--- config.mk ---
export PLATFORM = sky130hd
export DESIGN_NAME = pixel_compare_with_tolerance_top
export DESIGN_NICKNAME = d
export VERILOG_FILES = /design/src/sv/pxcmp_pkg.sv /design/src/sv/pxcmp_pixel.sv /design/src/sv/pixel_compare_with_tolerance_top.sv
export SDC_FILE = /design/constraint.sdc
export NUM_CORES = 1
export LEC_CHECK = 0
export BUFFER_PORTS_ARGS = -buffer_cell sky130_fd_sc_hd__buf_2
export CAP_MARGIN = 10
export CORE_UTILIZATION = 30
export CTS_BUF_LIST = sky130_fd_sc_hd__clkbuf_8 sky130_fd_sc_hd__clkbuf_16
export DETAILED_ROUTE_END_ITERATION = 10
export GPL_ROUTABILITY_DRIVEN = 0
export PLACE_DENSITY = 0.55
export SLEW_MARGIN = 0
export SYNTH_ARGS = -nofsm -noshare
export SYNTH_HDL_FRONTEND = slang
export SYNTH_SLANG_ARGS = --single-unit
export TNS_END_PERCENT = 20
--- constraint.sdc ---
create_clock -name i_clk -period 10.56 [get_ports i_clk]
set_input_delay 1.056 -clock i_clk [delete_from_list [all_inputs] [get_ports i_clk]]
set_output_delay 1.056 -clock i_clk [all_outputs]
set_load 0.01 [all_outputs]
--- src/sv/pxcmp_pkg.sv ---
// Shared types, constants and helpers for the pixel compare block.
// No dependencies; imported by pxcmp_pixel and the top level.
package pxcmp_pkg;

    // Field widths
    localparam int PIX_W       = 8;
    localparam int COUNT_W     = 25;
    localparam int COORD_W     = 12;
    localparam int WIDTH_REG_W = 13;
    localparam int CFG_DATA_W  = 13;
    localparam int CFG_INDEX_W = 2;

    // Parameter defaults
    localparam int DEF_MAX_WIDTH  = 4096;
    localparam int DEF_MAX_HEIGHT = 4096;

    // Register reset values
    localparam logic [PIX_W-1:0]       TOLERANCE_RESET   = 8'd0;
    localparam logic [WIDTH_REG_W-1:0] IMAGE_WIDTH_RESET = 13'd640;

    // Register indexes
    localparam logic [CFG_INDEX_W-1:0] CFG_TOLERANCE   = 2'd0;
    localparam logic [CFG_INDEX_W-1:0] CFG_IMAGE_WIDTH = 2'd1;

    // Diff colour constants
    localparam logic [PIX_W+1:0] RED_BASE = 10'd128;
    localparam logic [PIX_W-1:0] PIX_MAX  = 8'd255;

    // Divide by three as multiply by 683 / 2^11, exact for sums up to 765
    localparam logic [19:0] RECIP_3 = 20'd683;

    typedef struct packed {
        logic [PIX_W-1:0] golden_red;
        logic [PIX_W-1:0] golden_green;
        logic [PIX_W-1:0] golden_blue;
        logic [PIX_W-1:0] current_red;
        logic [PIX_W-1:0] current_green;
        logic [PIX_W-1:0] current_blue;
        logic             last_pixel;
    } t_pix_in;

    typedef struct packed {
        logic [PIX_W-1:0]   diff_red;
        logic [PIX_W-1:0]   diff_green;
        logic [PIX_W-1:0]   diff_blue;
        logic               pixel_differs;
        logic [COUNT_W-1:0] differing_count;
        logic [PIX_W-1:0]   largest_delta;
        logic [COORD_W-1:0] first_diff_x;
        logic [COORD_W-1:0] first_diff_y;
        logic               any_difference;
        logic               frame_done;
    } t_pix_out;

    // Per-pixel evaluation handed from pxcmp_pixel to the statistics logic
    typedef struct packed {
        logic [PIX_W-1:0] delta;
        logic             differs;
        logic [PIX_W-1:0] red;
        logic [PIX_W-1:0] green;
        logic [PIX_W-1:0] blue;
    } t_pix_eval;

    function automatic logic [PIX_W-1:0] abs_diff(input logic [PIX_W-1:0] a,
                                                  input logic [PIX_W-1:0] b);
        abs_diff = (a > b) ? (a - b) : (b - a);
    endfunction

    // floor(floor(sum/3)/4) of the three channels
    function automatic logic [PIX_W-1:0] gray_level(input logic [PIX_W-1:0] r,
                                                    input logic [PIX_W-1:0] g,
                                                    input logic [PIX_W-1:0] b);
        logic [19:0] sum;
        logic [19:0] prod;
        sum  = 20'(r) + 20'(g) + 20'(b);
        prod = sum * RECIP_3;
        // bits above 11 give sum/3, two more give the /4
        gray_level = {1'b0, prod[19:13]};
    endfunction

endpackage

--- src/sv/pxcmp_pixel.sv ---
// Per-pixel evaluation: worst channel delta, tolerance test and diff colour.
// Depends on pxcmp_pkg.
module pxcmp_pixel (
    input  pxcmp_pkg::t_pix_in         i_pix,
    input  logic [pxcmp_pkg::PIX_W-1:0] i_tolerance,
    output pxcmp_pkg::t_pix_eval       o_eval
);
    import pxcmp_pkg::*;

    logic [PIX_W-1:0] w_dr, w_dg, w_db;
    logic [PIX_W-1:0] w_max_rg, w_worst;
    logic [PIX_W+1:0] w_red_raw;
    logic [PIX_W-1:0] w_gray;
    logic             w_differs;

    // channel deltas and their maximum
    assign w_dr     = abs_diff(i_pix.golden_red,   i_pix.current_red);
    assign w_dg     = abs_diff(i_pix.golden_green, i_pix.current_green);
    assign w_db     = abs_diff(i_pix.golden_blue,  i_pix.current_blue);
    assign w_max_rg = (w_dg > w_dr) ? w_dg : w_dr;
    assign w_worst  = (w_db > w_max_rg) ? w_db : w_max_rg;

    assign w_differs = w_worst > i_tolerance;

    // red intensity, saturating
    assign w_red_raw = RED_BASE + {1'b0, w_worst, 1'b0};
    assign w_gray    = gray_level(i_pix.current_red, i_pix.current_green,
                                  i_pix.current_blue);

    // diff colour select
    always_comb begin
        o_eval.delta   = w_worst;
        o_eval.differs = w_differs;
        if (w_differs) begin
            o_eval.red   = (w_red_raw > {2'b00, PIX_MAX}) ? PIX_MAX : w_red_raw[PIX_W-1:0];
            o_eval.green = '0;
            o_eval.blue  = '0;
        end else begin
            o_eval.red   = w_gray;
            o_eval.green = w_gray;
            o_eval.blue  = w_gray;
        end
    end

endmodule

--- src/sv/pixel_compare_with_tolerance_top.sv ---
// Top level of the pixel compare block: handshake, config and frame statistics.
// Depends on pxcmp_pkg and pxcmp_pixel.
//
//  channel  | direction | handshake                  | payload
//  ---------+-----------+----------------------------+---------------------
//  pixel in | in        | i_in_valid / o_in_ready    | i_in  (t_pix_in)
//  diff out | out       | o_out_valid / i_out_ready  | o_out (t_pix_out)
//  config   | in        | i_cfg_we (no wait)         | i_cfg_index, i_cfg_data
//
// One pixel pair per clock while the result is not held downstream; a pair passes the input register,
// then the result register, with the statistics updated as the result is loaded.
// While a result waits downstream the input register takes one more request,
// then o_in_ready stays low until the waiting result is taken.
// Synchronous active-low reset clears both valids, the frame statistics and
// sets tolerance to 0 and image width to 640.
module pixel_compare_with_tolerance_top #(
    parameter int MAX_WIDTH  = pxcmp_pkg::DEF_MAX_WIDTH,
    parameter int MAX_HEIGHT = pxcmp_pkg::DEF_MAX_HEIGHT
) (
    input  logic                              i_clk,
    input  logic                              i_rst_n,
    input  logic                              i_in_valid,
    output logic                              o_in_ready,
    input  pxcmp_pkg::t_pix_in                i_in,
    output logic                              o_out_valid,
    input  logic                              i_out_ready,
    output pxcmp_pkg::t_pix_out               o_out,
    input  logic                              i_cfg_we,
    input  logic [pxcmp_pkg::CFG_INDEX_W-1:0] i_cfg_index,
    input  logic [pxcmp_pkg::CFG_DATA_W-1:0]  i_cfg_data
);
    import pxcmp_pkg::*;

    localparam int CW = $clog2(MAX_WIDTH);
    localparam int RW = $clog2(MAX_HEIGHT);
    localparam int WW = (CW + 1 > WIDTH_REG_W) ? CW + 1 : WIDTH_REG_W;
    localparam int XW = (CW > COORD_W) ? CW : COORD_W;
    localparam int YW = (RW > COORD_W) ? RW : COORD_W;

    // configuration
    logic [PIX_W-1:0]       r_tolerance;
    logic [WIDTH_REG_W-1:0] r_image_width;

    // pipeline
    logic      r_in_valid;
    t_pix_in   r_in;
    logic      r_out_valid;
    t_pix_out  r_out;
    logic      w_adv;
    logic      w_fire;
    t_pix_eval w_eval;

    // frame state
    logic [CW-1:0]      r_col,       n_col;
    logic [RW-1:0]      r_row,       n_row;
    logic [COUNT_W-1:0] r_diff_total, n_diff_total;
    logic [PIX_W-1:0]   r_peak,      n_peak;
    logic               r_seen,      n_seen;
    logic [CW-1:0]      r_first_col, n_first_col;
    logic [RW-1:0]      r_first_row, n_first_row;

    logic [WW-1:0] w_width_eff;
    logic [WW-1:0] w_next_col;
    logic [XW-1:0] w_fx;
    logic [YW-1:0] w_fy;

    // configuration writes
    always_ff @(posedge i_clk) begin
        if (!i_rst_n) begin
            r_tolerance   <= TOLERANCE_RESET;
            r_image_width <= IMAGE_WIDTH_RESET;
        end else if (i_cfg_we) begin
            if (i_cfg_index == CFG_TOLERANCE) begin
                r_tolerance <= i_cfg_data[PIX_W-1:0];
            end
            if (i_cfg_index == CFG_IMAGE_WIDTH) begin
                r_image_width <= i_cfg_data[WIDTH_REG_W-1:0];
            end
        end
    end

    // handshake
    assign w_adv      = !r_out_valid || i_out_ready;
    assign w_fire     = w_adv && r_in_valid;
    assign o_in_ready = !r_in_valid || w_adv;

    // input register
    always_ff @(posedge i_clk) begin
        if (!i_rst_n) begin
            r_in_valid <= 1'b0;
        end else if (i_in_valid && o_in_ready) begin
            r_in_valid <= 1'b1;
        end else if (w_adv) begin
            r_in_valid <= 1'b0;
        end
    end

    always_ff @(posedge i_clk) begin
        if (i_in_valid && o_in_ready) begin
            r_in <= i_in;
        end
    end

    // per-pixel evaluation
    pxcmp_pixel u_pixel (
        .i_pix       (r_in),
        .i_tolerance (r_tolerance),
        .o_eval      (w_eval)
    );

    // effective row width: zero acts as one, clamp to MAX_WIDTH
    always_comb begin
        w_width_eff = WW'(r_image_width);
        if (r_image_width == '0) begin
            w_width_eff = WW'(1);
        end
        if (w_width_eff > WW'(MAX_WIDTH)) begin
            w_width_eff = WW'(MAX_WIDTH);
        end
    end

    assign w_next_col = WW'(r_col) + WW'(1);

    // statistics after this pixel
    always_comb begin
        n_peak       = (w_eval.delta > r_peak) ? w_eval.delta : r_peak;
        n_diff_total = r_diff_total;
        n_seen       = r_seen;
        n_first_col  = r_first_col;
        n_first_row  = r_first_row;
        if (w_eval.differs) begin
            if (r_diff_total != {COUNT_W{1'b1}}) begin
                n_diff_total = r_diff_total + COUNT_W'(1);
            end
            if (!r_seen) begin
                n_seen      = 1'b1;
                n_first_col = r_col;
                n_first_row = r_row;
            end
        end
    end

    // raster position after this pixel
    always_comb begin
        n_col = r_col;
        n_row = r_row;
        if (w_next_col >= w_width_eff) begin
            n_col = '0;
            if (r_row != RW'(MAX_HEIGHT - 1)) begin
                n_row = r_row + RW'(1);
            end
        end else begin
            n_col = w_next_col[CW-1:0];
        end
    end

    // frame state update; last pixel clears for the next frame
    always_ff @(posedge i_clk) begin
        if (!i_rst_n) begin
            r_col        <= '0;
            r_row        <= '0;
            r_diff_total <= '0;
            r_peak       <= '0;
            r_seen       <= 1'b0;
            r_first_col  <= '0;
            r_first_row  <= '0;
        end else if (w_fire) begin
            if (r_in.last_pixel) begin
                r_col        <= '0;
                r_row        <= '0;
                r_diff_total <= '0;
                r_peak       <= '0;
                r_seen       <= 1'b0;
                r_first_col  <= '0;
                r_first_row  <= '0;
            end else begin
                r_col        <= n_col;
                r_row        <= n_row;
                r_diff_total <= n_diff_total;
                r_peak       <= n_peak;
                r_seen       <= n_seen;
                r_first_col  <= n_first_col;
                r_first_row  <= n_first_row;
            end
        end
    end

    assign w_fx = XW'(n_first_col);
    assign w_fy = YW'(n_first_row);

    // result register
    always_ff @(posedge i_clk) begin
        if (!i_rst_n) begin
            r_out_valid <= 1'b0;
        end else if (w_adv) begin
            r_out_valid <= r_in_valid;
        end
    end

    always_ff @(posedge i_clk) begin
        if (w_fire) begin
            r_out.diff_red        <= w_eval.red;
            r_out.diff_green      <= w_eval.green;
            r_out.diff_blue       <= w_eval.blue;
            r_out.pixel_differs   <= w_eval.differs;
            r_out.differing_count <= n_diff_total;
            r_out.largest_delta   <= n_peak;
            r_out.first_diff_x    <= w_fx[COORD_W-1:0];
            r_out.first_diff_y    <= w_fy[COORD_W-1:0];
            r_out.any_difference  <= n_seen;
            r_out.frame_done      <= r_in.last_pixel;
        end
    end

    assign o_out_valid = r_out_valid;
    assign o_out       = r_out;

    // checks
    a_count_matches_seen: assert property (@(posedge i_clk) disable iff (!i_rst_n)
        o_out_valid |-> ((o_out.differing_count != '0) == o_out.any_difference))
        else $error("differing count and any_difference disagree");

    a_differs_implies_seen: assert property (@(posedge i_clk) disable iff (!i_rst_n)
        (o_out_valid && o_out.pixel_differs) |-> o_out.any_difference)
        else $error("differing pixel without any_difference");

    a_diff_colour: assert property (@(posedge i_clk) disable iff (!i_rst_n)
        (o_out_valid && o_out.pixel_differs) |->
            (o_out.diff_green == '0 && o_out.diff_blue == '0))
        else $error("differing pixel is not pure red");

    a_frame_clear: assert property (@(posedge i_clk) disable iff (!i_rst_n)
        (w_fire && r_in.last_pixel) |=>
            (r_col == '0 && r_row == '0 && r_diff_total == '0 && !r_seen))
        else $error("statistics not cleared after last pixel");

endmodule

==> qor.yml, run 1 <==
status:
  status: "finished, final reports clean"
worst_setup_path:
  end_kind: "flip-flop"
  cpMaxStageDelayCell: "or4b_1"
  reg2reg_from: "r_in[20]"
  reg2reg_depth: 39
  cpMostUsedCell: "a21oi_1"
  arrival_ns: 9.60
  r2r-end: "r_diff_total[20]"
  cp_max_fo: 23
  r2r_setup_slack_ns: 1.45
  crit_required_ns: 11.05
  crit_type: "reg -> reg"
  start_kind: "flip-flop"
  slowest_delay_ns: 0.65
place:
  io_buffer_count: 152
  dp_cells: 2287
  place_ws_ns: 1.54
  hpwlAfterDp_um: 27900
grt:
  grt_pass1_vias: 11000
  antenna_found_initial: 3
  gr-total-overflow: 0
  grt_pass1_wl_um: 58500
  grt_max_degree: 75
  globalRouteTotalUtil_pct: 14.4
die:
  core.rowCount: 81
  dieArea_sq_um: 51000
  dieHeight_um: 226
  die_x_um: 226
  core_area_sq_um: 49200
  ios: 155
  start_util_pct: 30.6
route:
  wl_per_cell_um: 15.7
  route.detailed.drc: 0
  drt_first_pass_iters: 5
  finalWirelength_um: 36800
  ant_nets: 0
  drtIter0Drc: 594
  vias: 11500
  viasPerCell: 4.89
clocking:
  cts_tree: "done"
  clk_latency_ns: 0.57
  clockBufferDepth: 3
  cts_setup_buffers: 0
  clk_root_buffer_cell: "clkbuf_16"
  cts_resized: 0
  cts_buffers: 28
  cts_htree_levels: 1
  holdBufCountCts: 0
  clock_sinks: 229
  clkTransAtPathRegs_ns: 0.06
synth:
  avgSynthCellArea_sq_um: 9.84
  postSynthCellCount: 1528
  syn_area_sq_um: 15000
  yosys_warnings: 0
  yosysSeqAreaShare_pct: 38.7
  synth_edf_count: 124
  synth_cell_type_count: 82
  synth_flop_cell: "edfxtp_1"
  synthArstFlopShare_pct: 0
  ys_ff_latch: 229
power_and_ir_drop:
  vdd_ir_drop_max_mv: 0.359
  leakagePower_nw: 7.32
  p_per_area_nw_per_um2: 315
worst_hold_path:
  min_to: "r_first_row[0]"
  min_path_cells: 2
  worstHoldStart: "r_first_row[0]"
  hold_path.class: "reg -> reg"
sta:
  slew_headroom_pct: 27.3
  finalSetupViolations: 0
  fin_crit_ns: 9.11
  worst_slew_pin_slew_ns: 1.08
  fin_skew_ns: 0.0117
  finalWorstSetupSlack_ns: 1.45
  fin_tns_setup_ns: 0
  hold_viol: 0
  max_freq_mhz: 110
  min_period_over_period_pct: 86.3
  rsz0062_at_grt: "false"
  drv_slew: 0
job:
  cap_violations: 0
cells_and_area:
  num-fill-cells: 4965
  nets: 1917
  layout-drive-gt1-share_pct: 16.2
  area_growth_syn_to_layout_pct: 15.0
  fin_util_pct: 35.2
  fin_cells: 2340
## cell usage after synthesis (5+ instances only)
| master | n | area, sq um |
|---|---|---|
| dfxtp_1 | 105 | 2100 |
| xnor2_1 | 44 | 385 |
| nor3_1 | 14 | 70.1 |
| or4b_1 | 25 | 250 |
| edfxtp_1 | 124 | 3720 |
| a21oi_1 | 126 | 631 |
| o211a_1 | 6 | 60.1 |
| clkbuf_1 | 45 | 169 |
| o2111ai_1 | 5 | 43.8 |
| o21a_1 | 20 | 150 |
| or2_2 | 7 | 43.8 |
| o211ai_1 | 11 | 82.6 |
| nand4b_1 | 7 | 61.3 |
| or3_1 | 16 | 100 |
| buf_2 | 10 | 50.1 |
| ha_1 | 165 | 2060 |
| o21bai_1 | 11 | 82.6 |
| buf_4 | 9 | 67.6 |
| a211oi_1 | 7 | 52.6 |
| nand2_1 | 92 | 345 |
| nand2b_1 | 5 | 31.3 |
| inv_1 | 152 | 571 |
| a31oi_1 | 9 | 56.3 |
| xor2_1 | 28 | 245 |
| a22o_1 | 7 | 61.3 |
| o311ai_0 | 5 | 43.8 |
| nand3_1 | 56 | 280 |
| o31ai_1 | 5 | 37.5 |
| nor2_1 | 94 | 353 |
| o21ai_0 | 63 | 315 |
| a21o_1 | 22 | 165 |
| and3_1 | 14 | 87.6 |
| or4_1 | 14 | 105 |
| mux2_2 | 31 | 349 |
| and2_1 | 13 | 81.3 |
| nor2b_1 | 13 | 81.3 |
| mux2i_1 | 25 | 250 |
| fa_1 | 30 | 601 |
| nand4_1 | 18 | 113 |
## power breakdown
group / total [mW] / internal (mW) / switching [mW]
combinational: 3.35 / 1.43 / 1.93
clock: 0.930 / 0.532 / 0.399
sequential: 1.17 / 1.12 / 0.0522
total: 5.45 / 3.08 / 2.38
## layer usage
metal / GRT usage (%) / share of wire [%] / vias up
li1: - / - / 5727
met1: 19.2 / 46 / 5412
met2: 23.8 / 47 / 259
met3: 2.59 / 5.1 / 50
met4: 3.75 / 2.1 / 4
met5: 0 / 0.076 / -
## worst max path at each step
stage | from | end | slack, ns | depth (start not counted)
final | r_in[20] | r_diff_total[20] | 1.45 | 39
after global routing | r_in[20] | r_diff_total[22] | 0.75 | 39
after CTS | r_in[20] | r_diff_total[20] | 1.52 | 39
after detailed placement | r_in[18] | r_diff_total[20] | 1.54 | 39
after global placement | r_in[20] | r_diff_total[18] | 1.80 | 39
after floorplan | r_in[18] | o_out[56] | 2.49 | 44
## cells by family (layout without fill, tap and decap cells)
family,Yosys count,in the layout,synth area share (%)
AOI/OAI and AO/OA,340,340,14.6
xor gates and xnor gates,74,74,4.41
adders and majority gates,196,196,17.8
buffers and inverters,225,371,6.07
DFF,229,229,38.7
muxes,57,57,4.08
other,1,3,0.0249
and+or+nand+nor,406,406,14.3
## layout by cell type, fill, tap and decap left out, drive strengths merged, types with 11 or more instances in the layout
cell    instances
or3            16
o21a           20
and3           14
nand4          19
mux2           32
o21bai         12
nand2          93
ha            165
xor2           29
nor2b          13
nor2           94
a21oi         128
fa             30
mux2i          25
o211ai         11
a21o           22
inv           161
nor3           14
dfxtp         105
edfxtp        124
clkinv         14
xnor2          45
o21ai          67
and2           13
or4            14
clkbuf         28
buf           165
nand3          56
or4b           25
## area by class of cell
cell class,instances,area [sq um],share of cell area [%]
well taps,664,831,4.80
diodes,1,2.50,0.0145
clock inverters,24,180,1.04
flip-flops and latches,229,5830,33.7
repair buffers,165,858,4.96
multi-input cells,1075,8310,48.1
clock buffers,28,701,4.05
inverters,154,581,3.36
## state kept, by name, summed over array words and instances (netlist names)
name and cells:
r_diff_total 25, r_seen 1, r_first_row 12, o_out_valid 1, r_in 49, r_in_valid 1, o_out 75, r_tolerance 8
r_image_width 13, r_row 12, r_peak 8, r_col 12, r_first_col 12
## per-stage QoR
stage | power, mW | cell area, sq um | hold slack [ns]
after floorplan | 3.75 | 15000 | 0.424
after detailed placement | 4.54 | 16400 | 0.461
after global placement | 4.52 | 16400 | 0.453
after global routing | 6.06 | 17300 | 0.488
after CTS | 5.54 | 17300 | 0.471
final | 5.45 | 17300 | 0.469
## worst max-delay path: cells and delay by family (launching register included)
| kind | cells | cell delay [ns] |
|---|---|---|
| buf+inv | 4 | 0.48 |
| xor+xnor | 1 | 0.23 |
| simple gates | 12 | 2.65 |
| fa+ha+maj | 4 | 1.31 |
| compound gates | 18 | 3.90 |
| flops | 1 | 0.45 |
Power figures use the tool's default switching activity.
==> run 2: changes to the inputs <==
==> constraint.sdc (replaced) <==
create_clock -name i_clk -period 10.1 [get_ports i_clk]
set_input_delay 1.01 -clock i_clk [delete_from_list [all_inputs] [get_ports i_clk]]
set_output_delay 1.01 -clock i_clk [all_outputs]
set_load 0.01 [all_outputs]
==> qor.yml, run 2 (synthesis results as in run 1) <==
sta:
  fin_skew_ns: 0.0156  # was 0.0117 ns
  finalSetupViolations: 0  # unchanged
  fin_crit_ns: 9.27  # was 9.11 ns
  rsz0062_at_grt: "false"  # unchanged
  fin_tns_setup_ns: 0  # unchanged
  worst_slew_pin_slew_ns: 1.13  # was 1.08 ns
  min_period_over_period_pct: 91.8  # was 86.3%
  max_freq_mhz: 108  # was 110 MHz
  slew_headroom_pct: 24.1  # was 27.3%
  drv_slew: 0  # unchanged
  hold_viol: 0  # unchanged
power_and_ir_drop:
  p_sw_share_pct: 43.1  # was 43.6%
  vdd_ir_drop_max_mv: 0.404  # was 0.359 mV
  p_per_area_nw_per_um2: 332  # was 315 nW/um^2
  pwr-share-comb_pct: 60.9  # was 61.5%
  leakagePower_nw: 7.36  # was 7.32 nW
  finalPower_mw: 5.76  # was 5.45 mW
  p_switching_mw: 2.48  # was 2.38 mW
  seqPwrFrac_pct: 21.2  # was 21.5%
  clockPowerShare_pct: 17.9  # was 17.1%
  power.internal_mw: 3.28  # was 3.08 mW
worst_setup_path:
  cpMostUsedCell: "a21oi_1"  # unchanged
  cp_max_fo: 23  # unchanged
  cpLargestDelayFamily: "compound AO/OA/AOI/OAI gates"  # unchanged
  crit_type: "reg -> reg"  # unchanged
  path_buf_inv: 4  # unchanged
  slowest_delay_ns: 0.65  # about the same
  crit_required_ns: 10.59  # was 11.05 ns
  arrival_ns: 9.76  # was 9.60 ns
  end_kind: "flip-flop"  # unchanged
  cpMaxStageDelayCell: "or4b_1"  # unchanged
  start_kind: "flip-flop"  # unchanged
die:
  core_area_sq_um: 49200  # unchanged
  die_x_um: 226  # unchanged
  ios: 155  # unchanged
  dieHeight_um: 226  # unchanged
  core.rowCount: 81  # unchanged
  dieArea_sq_um: 51000  # unchanged
  start_util_pct: 30.6  # unchanged
clocking:
  clkTransAtPathRegs_ns: 0.06  # about the same
  cts_htree_levels: 1  # unchanged
  clockBufferDepth: 3  # unchanged
  cts_setup_buffers: 0  # unchanged
  clock_sinks: 229  # unchanged
  cts_resized: 0  # unchanged
  cts_tree: "done"  # unchanged
  cts_buffers: 29  # was 28
  clk_root_buffer_cell: "clkbuf_16"  # unchanged
  holdBufCountCts: 0  # unchanged
  clk_latency_ns: 0.58  # was 0.57 ns
place:
  io_buffer_count: 152  # unchanged
  hpwlAfterDp_um: 27900  # about the same
  dp_cells: 2287  # unchanged
route:
  finalWirelength_um: 36700  # was 36,800 um
  drt_first_pass_iters: 5  # unchanged
  ant_nets: 0  # unchanged
  drtIter0Drc: 584  # was 594
  viasPerCell: 4.88  # was 4.89
  vias: 11400  # was 11,500
  route.detailed.drc: 0  # unchanged
  wl_per_cell_um: 15.7  # about the same
grt:
  grt_pass1_wl_um: 58300  # was 58,500 um
  grt_pass1_vias: 11000  # about the same
  gr-total-overflow: 0  # unchanged
  grt_max_degree: 75  # unchanged
  antenna_found_initial: 3  # unchanged
  globalRouteTotalUtil_pct: 14.3  # was 14.4%
cells_and_area:
  nets: 1918  # was 1,917
  seq_area_sq_um: 5830  # unchanged
  largest_reg_flops: 75  # unchanged
  num-fill-cells: 4954  # was 4,965
  multiInputGateArea_sq_um: 8310  # unchanged
  area_growth_syn_to_layout_pct: 15.5  # was 15.0%
  fin_util_pct: 35.4  # was 35.2%
  layout-drive-gt1-share_pct: 16.4  # was 16.2%
  final_common_cell: "ha_1"  # unchanged
  mostFrequentLayoutCells: "ha_1, inv_1, buf_2"  # unchanged
  fin_cells: 2342  # was 2,340
job:
  cap_violations: 0  # unchanged
worst_hold_path:
  hold_path.class: "reg -> reg"  # unchanged
status:
  status: "finished, final reports clean"  # unchanged
-- run 2: cell types whose count changed in the layout (fill, tap and decap cells not counted) --
cell | previous run | this run
clkinv_8 | 1 | 0
clkinv_1 | 5 | 4
clkinv_2 | 7 | 6
clkinv_4 | 1 | 3
clkbuf_16 | 28 | 30
inv_16 | 0 | 1
inv_4 | 4 | 1
clkbuf_8 | 0 | 3
-- run 2: path summary, 6_finish.rpt --
| kind | startpoint | to | slack, ns | cells past startpoint |
|---|---|---|---|---|
| worst max register to register | r_in[20] | r_diff_total[22] | 0.83 | 39 |
| worst min register to register | r_first_row[6] | r_first_row[6] | 0.47 | 2 |
| worst min-delay path | r_first_row[6] | r_first_row[6] | 0.47 | 2 |
| worst max-delay path | r_in[20] | r_diff_total[22] | 0.83 | 39 |
-- run 2: per-stage QoR --
stage	hold slack, ns	setup WS, ns	instance area, sq um
CTS	0.471	0.904	17400
detailed placement	0.462	0.920	16400
global placement	0.452	1.25	16400
floorplan	0.424	2.03	15000
global route	0.490	0.0820	17400
finish	0.470	0.831	17400
-- run 2: per-layer routing --
metal	vias to the layer above	GRT usage (%)	routed length, um
met5	-	0	28
met4	4	3.77	819
met3	64	2.75	1920
met2	238	24.2	17200
met1	5383	18.5	16800
li1	5732	-	-
-- run 2: worst min-delay path, stage by stage (launching register included) --
cell	delay, ns
dfxtp_1	0.30
o21ai_0	0.06
a21oi_1	0.06
-- run 2: layout make-up --
cell class / count / share of cell area, %
repair buffers: 165 / 4.94
clock inverters: 21 / 1.00
well taps: 664 / 4.78
diodes: 1 / 0.0144
flip-flops and latches: 229 / 33.5
inverters: 154 / 3.34
multi-input cells: 1075 / 47.8
clock buffers: 33 / 4.56
-- run 2: power by group through the flow --
stage | logic (mW) | registers [mW] | clock network, mW
floorplan | 2.67 | 1.26 | 0
global placement | 3.49 | 1.25 | 0
detailed placement | 3.53 | 1.25 | 0
CTS | 3.58 | 1.23 | 1.06
global route | 4.08 | 1.23 | 1.10
finish | 3.51 | 1.22 | 1.03
==> run 3: changes to the inputs <==
--- a/config.mk
+++ b/config.mk
@@ -9,11 +9,13 @@
 export CAP_MARGIN = 10
 export CORE_UTILIZATION = 30
 export CTS_BUF_LIST = sky130_fd_sc_hd__clkbuf_8 sky130_fd_sc_hd__clkbuf_16
+export CTS_CLUSTER_SIZE = 8
 export DETAILED_ROUTE_END_ITERATION = 10
 export GPL_ROUTABILITY_DRIVEN = 0
 export PLACE_DENSITY = 0.55
 export SLEW_MARGIN = 0
 export SYNTH_ARGS = -nofsm -noshare
 export SYNTH_HDL_FRONTEND = slang
+export SYNTH_HIERARCHICAL = 1
 export SYNTH_SLANG_ARGS = --single-unit
 export TNS_END_PERCENT = 20
==> qor.yml, run 3 <==
synth:
  synth_most_common_cell: "ha_1"  # unchanged
  postSynthCellCount: 1509  # was 1,528
  synth_flop_cell: "edfxtp_1"  # unchanged
  yosysSeqAreaShare_pct: 39.9  # was 38.7%
  synth_top_cells_by_count: "ha_1, inv_1, edfxtp_1"  # was ha_1, inv_1, a21oi_1
  synth_top_area_share_pct: 26.2  # was 24.8%
  synth.area.top_cells: "edfxtp_1, dfxtp_1, ha_1"  # unchanged
  yosys_warnings: 6  # was 0
  yosysTopAreaCell: "edfxtp_1"  # unchanged
  synthArstFlopShare_pct: 0  # unchanged
  synth_edf_count: 133  # was 124
  avgSynthCellArea_sq_um: 10.1  # was 9.84 sq um
  syn_area_sq_um: 15300  # was 15,000 sq um
  ys_ff_latch: 238  # was 229
  synth_cell_type_count: 98  # was 82
die:
  dieArea_sq_um: 51800  # was 51,000 sq um
  core_area_sq_um: 50200  # was 49,200 sq um
  ios: 155  # unchanged
  die_x_um: 228  # was 226 um
  core.rowCount: 82  # was 81
  dieHeight_um: 228  # was 226 um
  start_util_pct: 30.4  # was 30.6%
grt:
  antenna_found_initial: 5  # was 3
  grt_pass1_wl_um: 60700  # was 58,300 um
  gr-total-overflow: 0  # unchanged
  gr-usage-met2_pct: 23.8  # was 24.2%
  grt_max_degree: 51  # was 75
  globalRouteTotalUtil_pct: 15.0  # was 14.3%
  grt_pass1_vias: 11200  # was 11,000
  use_met1_pct: 20.0  # was 18.5%
  top_usage_layer: "met2"  # unchanged
  use_met3_pct: 3.33  # was 2.75%
cells_and_area:
  mostFrequentLayoutCells: "inv_1, ha_1, buf_2"  # was ha_1, inv_1, buf_2
  num-fill-cells: 5060  # was 4,954
  final_common_cell: "inv_1"  # was ha_1
  seq_area_sq_um: 6100  # was 5830 sq um
  fin_cells: 2351  # was 2,342
  nets: 1918  # unchanged
  multiInputGateArea_sq_um: 8270  # was 8310 sq um
  area_growth_syn_to_layout_pct: 16.1  # was 15.5%
  layout-drive-gt1-share_pct: 17.0  # was 16.4%
  largest_reg_flops: 84  # was 75
worst_setup_path:
  cp_max_fo: 11  # was 23
  reg2reg_depth: 37  # was 39
  reg2reg_from: "r_in[13]"  # was r_in[20]
  cpMaxStageDelayCell: "o31ai_4"  # was or4b_1
  end_kind: "flip-flop"  # unchanged
  r2r-end: "r_diff_total[19]"  # was r_diff_total[22]
  arrival_ns: 9.53  # was 9.76 ns
  slowest_delay_ns: 0.50  # was 0.65 ns
  crit_end: "r_diff_total[19]"  # was r_diff_total[22]
  cpMostUsedCell: "ha_1"  # was a21oi_1
  crit_required_ns: 10.57  # was 10.59 ns
  crit_start: "r_in[13]"  # was r_in[20]
  start_kind: "flip-flop"  # unchanged
  crit_type: "reg -> reg"  # unchanged
  r2r_setup_slack_ns: 1.05  # was 0.83 ns
place:
  dp_cells: 2286  # was 2,287
  place_ws_ns: 1.14  # was 0.920 ns
  io_buffer_count: 154  # was 152
  hpwlAfterDp_um: 29000  # was 27,900 um
clocking:
  cts_tree: "done"  # unchanged
  clk_latency_ns: 0.55  # was 0.58 ns
  cts_htree_levels: 2  # was 1
  clockBufferDepth: 3  # unchanged
  cts_resized: 0  # unchanged
  clock_sinks: 238  # was 229
  clk_root_buffer_cell: "clkbuf_16"  # unchanged
  holdBufCountCts: 0  # unchanged
  clkTransAtPathRegs_ns: 0.05  # was 0.06 ns
  cts_setup_buffers: 0  # unchanged
  cts_buffers: 36  # was 29
sta:
  worst_slew_pin_slew_ns: 0.947  # was 1.13 ns
  fin_skew_ns: 0.0142  # was 0.0156 ns
  hold_viol: 0  # unchanged
  rsz0062_at_grt: "false"  # unchanged
  finalSetupViolations: 0  # unchanged
  slew_headroom_pct: 36.6  # was 24.1%
  max_freq_mhz: 110  # was 108 MHz
  hold_slack_ns: 0.463  # was 0.470 ns
  drv_slew: 0  # unchanged
  min_period_over_period_pct: 89.6  # was 91.8%
  fin_tns_setup_ns: 0  # unchanged
  fin_crit_ns: 9.05  # was 9.27 ns
  finalWorstSetupSlack_ns: 1.05  # was 0.831 ns
route:
  drtIter0Drc: 681  # was 584
  route.detailed.drc: 0  # unchanged
  viasPerCell: 4.95  # was 4.88
  drt_first_pass_iters: 5  # unchanged
  ant_nets: 0  # unchanged
  vias: 11600  # was 11,400
  finalWirelength_um: 38700  # was 36,700 um
  wl_per_cell_um: 16.4  # was 15.7 um
power_and_ir_drop:
  leakagePower_nw: 7.65  # was 7.36 nW
  p_per_area_nw_per_um2: 351  # was 332 nW/um^2
  vdd_ir_drop_max_mv: 0.325  # was 0.404 mV
worst_hold_path:
  hold_path.class: "reg -> reg"  # unchanged
status:
  status: "finished, final reports clean"  # unchanged
job:
  cap_violations: 0  # unchanged
run 3: changes by cell type after synthesis, sizes merged, moves of 8 or more:
| cell | previous run | this run |
|---|---|---|
| a21oi | 128 | 92 |
| a32o | 1 | 9 |
| nand3 | 56 | 35 |
| nand2 | 93 | 112 |
| or4b | 25 | 0 |
| a22oi | 4 | 29 |
| and4 | 3 | 11 |
| clkbuf | 45 | 28 |
| o21a | 20 | 8 |
| edfxtp | 124 | 133 |
| a31oi | 9 | 21 |
| buf | 26 | 34 |
run 3: critical path: cells and delay by family, from the launching register on:
family | cells | cell delay (ns)
simple gates | 13 | 2.37
xor+xnor | 1 | 0.24
mux | 2 | 0.98
flops | 1 | 0.37
compound gates | 14 | 3.46
buf+inv | 3 | 0.33
fa+ha+maj | 4 | 1.21
run 3: final cells by class:
type                    count  share of cell area, %
diodes                      5                 0.0706
clock buffers              36                   5.08
clock inverters            24                  0.756
inverters                 159                   3.38
multi-input cells        1051                   46.7
flip-flops and latches    238                   34.4
well taps                 672                   4.75
repair buffers            166                   4.86
run 3: logic make-up (layout without fill, tap and decap cells):
kind of cell | after synthesis | count (layout) | share of synthesized area, %
muxes | 64 | 64 | 4.57
and+or+nand+nor | 374 | 374 | 12.3
DFF | 238 | 238 | 39.9
buffers and inverters | 221 | 385 | 5.97
AOI/OAI and AO/OA | 348 | 348 | 15.7
xor gates and xnor gates | 66 | 66 | 3.84
other | 1 | 7 | 0.0246
adders and majority gates | 197 | 197 | 17.6
run 3: worst min-delay path by stage:
| stage | from | depth (start not counted) | endpoint |
|---|---|---|---|
| 2_1_floorplan | r_in[0] | 0 | o_out[0] |
| 3_3_place_gp | r_peak[3] | 1 | r_peak[3] |
| 3_5_place_dp | r_peak[2] | 1 | r_peak[2] |
| 4_1_cts | r_peak[2] | 1 | r_peak[2] |
| 5_1_grt | r_peak[7] | 1 | r_peak[7] |
| 6_report | r_peak[2] | 1 | r_peak[2] |
run 3: power by group:
group / switching [mW] / total (mW) / internal (mW)
Clock: 0.447 / 1.11 / 0.664
Combinational: 2.27 / 3.79 / 1.52
Sequential: 0.0532 / 1.31 / 1.26
Total: 2.77 / 6.21 / 3.44
run 3: metrics by stage:
step / cell area, sq um / util, % / power [mW]
6_report: 17700 / 35.3 / 6.21
5_1_grt: 17700 / 35.3 / 6.91
4_1_cts: 17700 / 35.3 / 6.30
3_5_place_dp: 16700 / 33.2 / 5.13
3_3_place_gp: 16700 / 33.2 / 5.03
2_1_floorplan: 15300 / - / 4.17
run 3: routing by layer:
metal	up-vias	wire, um
met2	292	17500
met4	0	1110
met5	-	0
met1	5549	18100
li1	5726	-
met3	73	2000
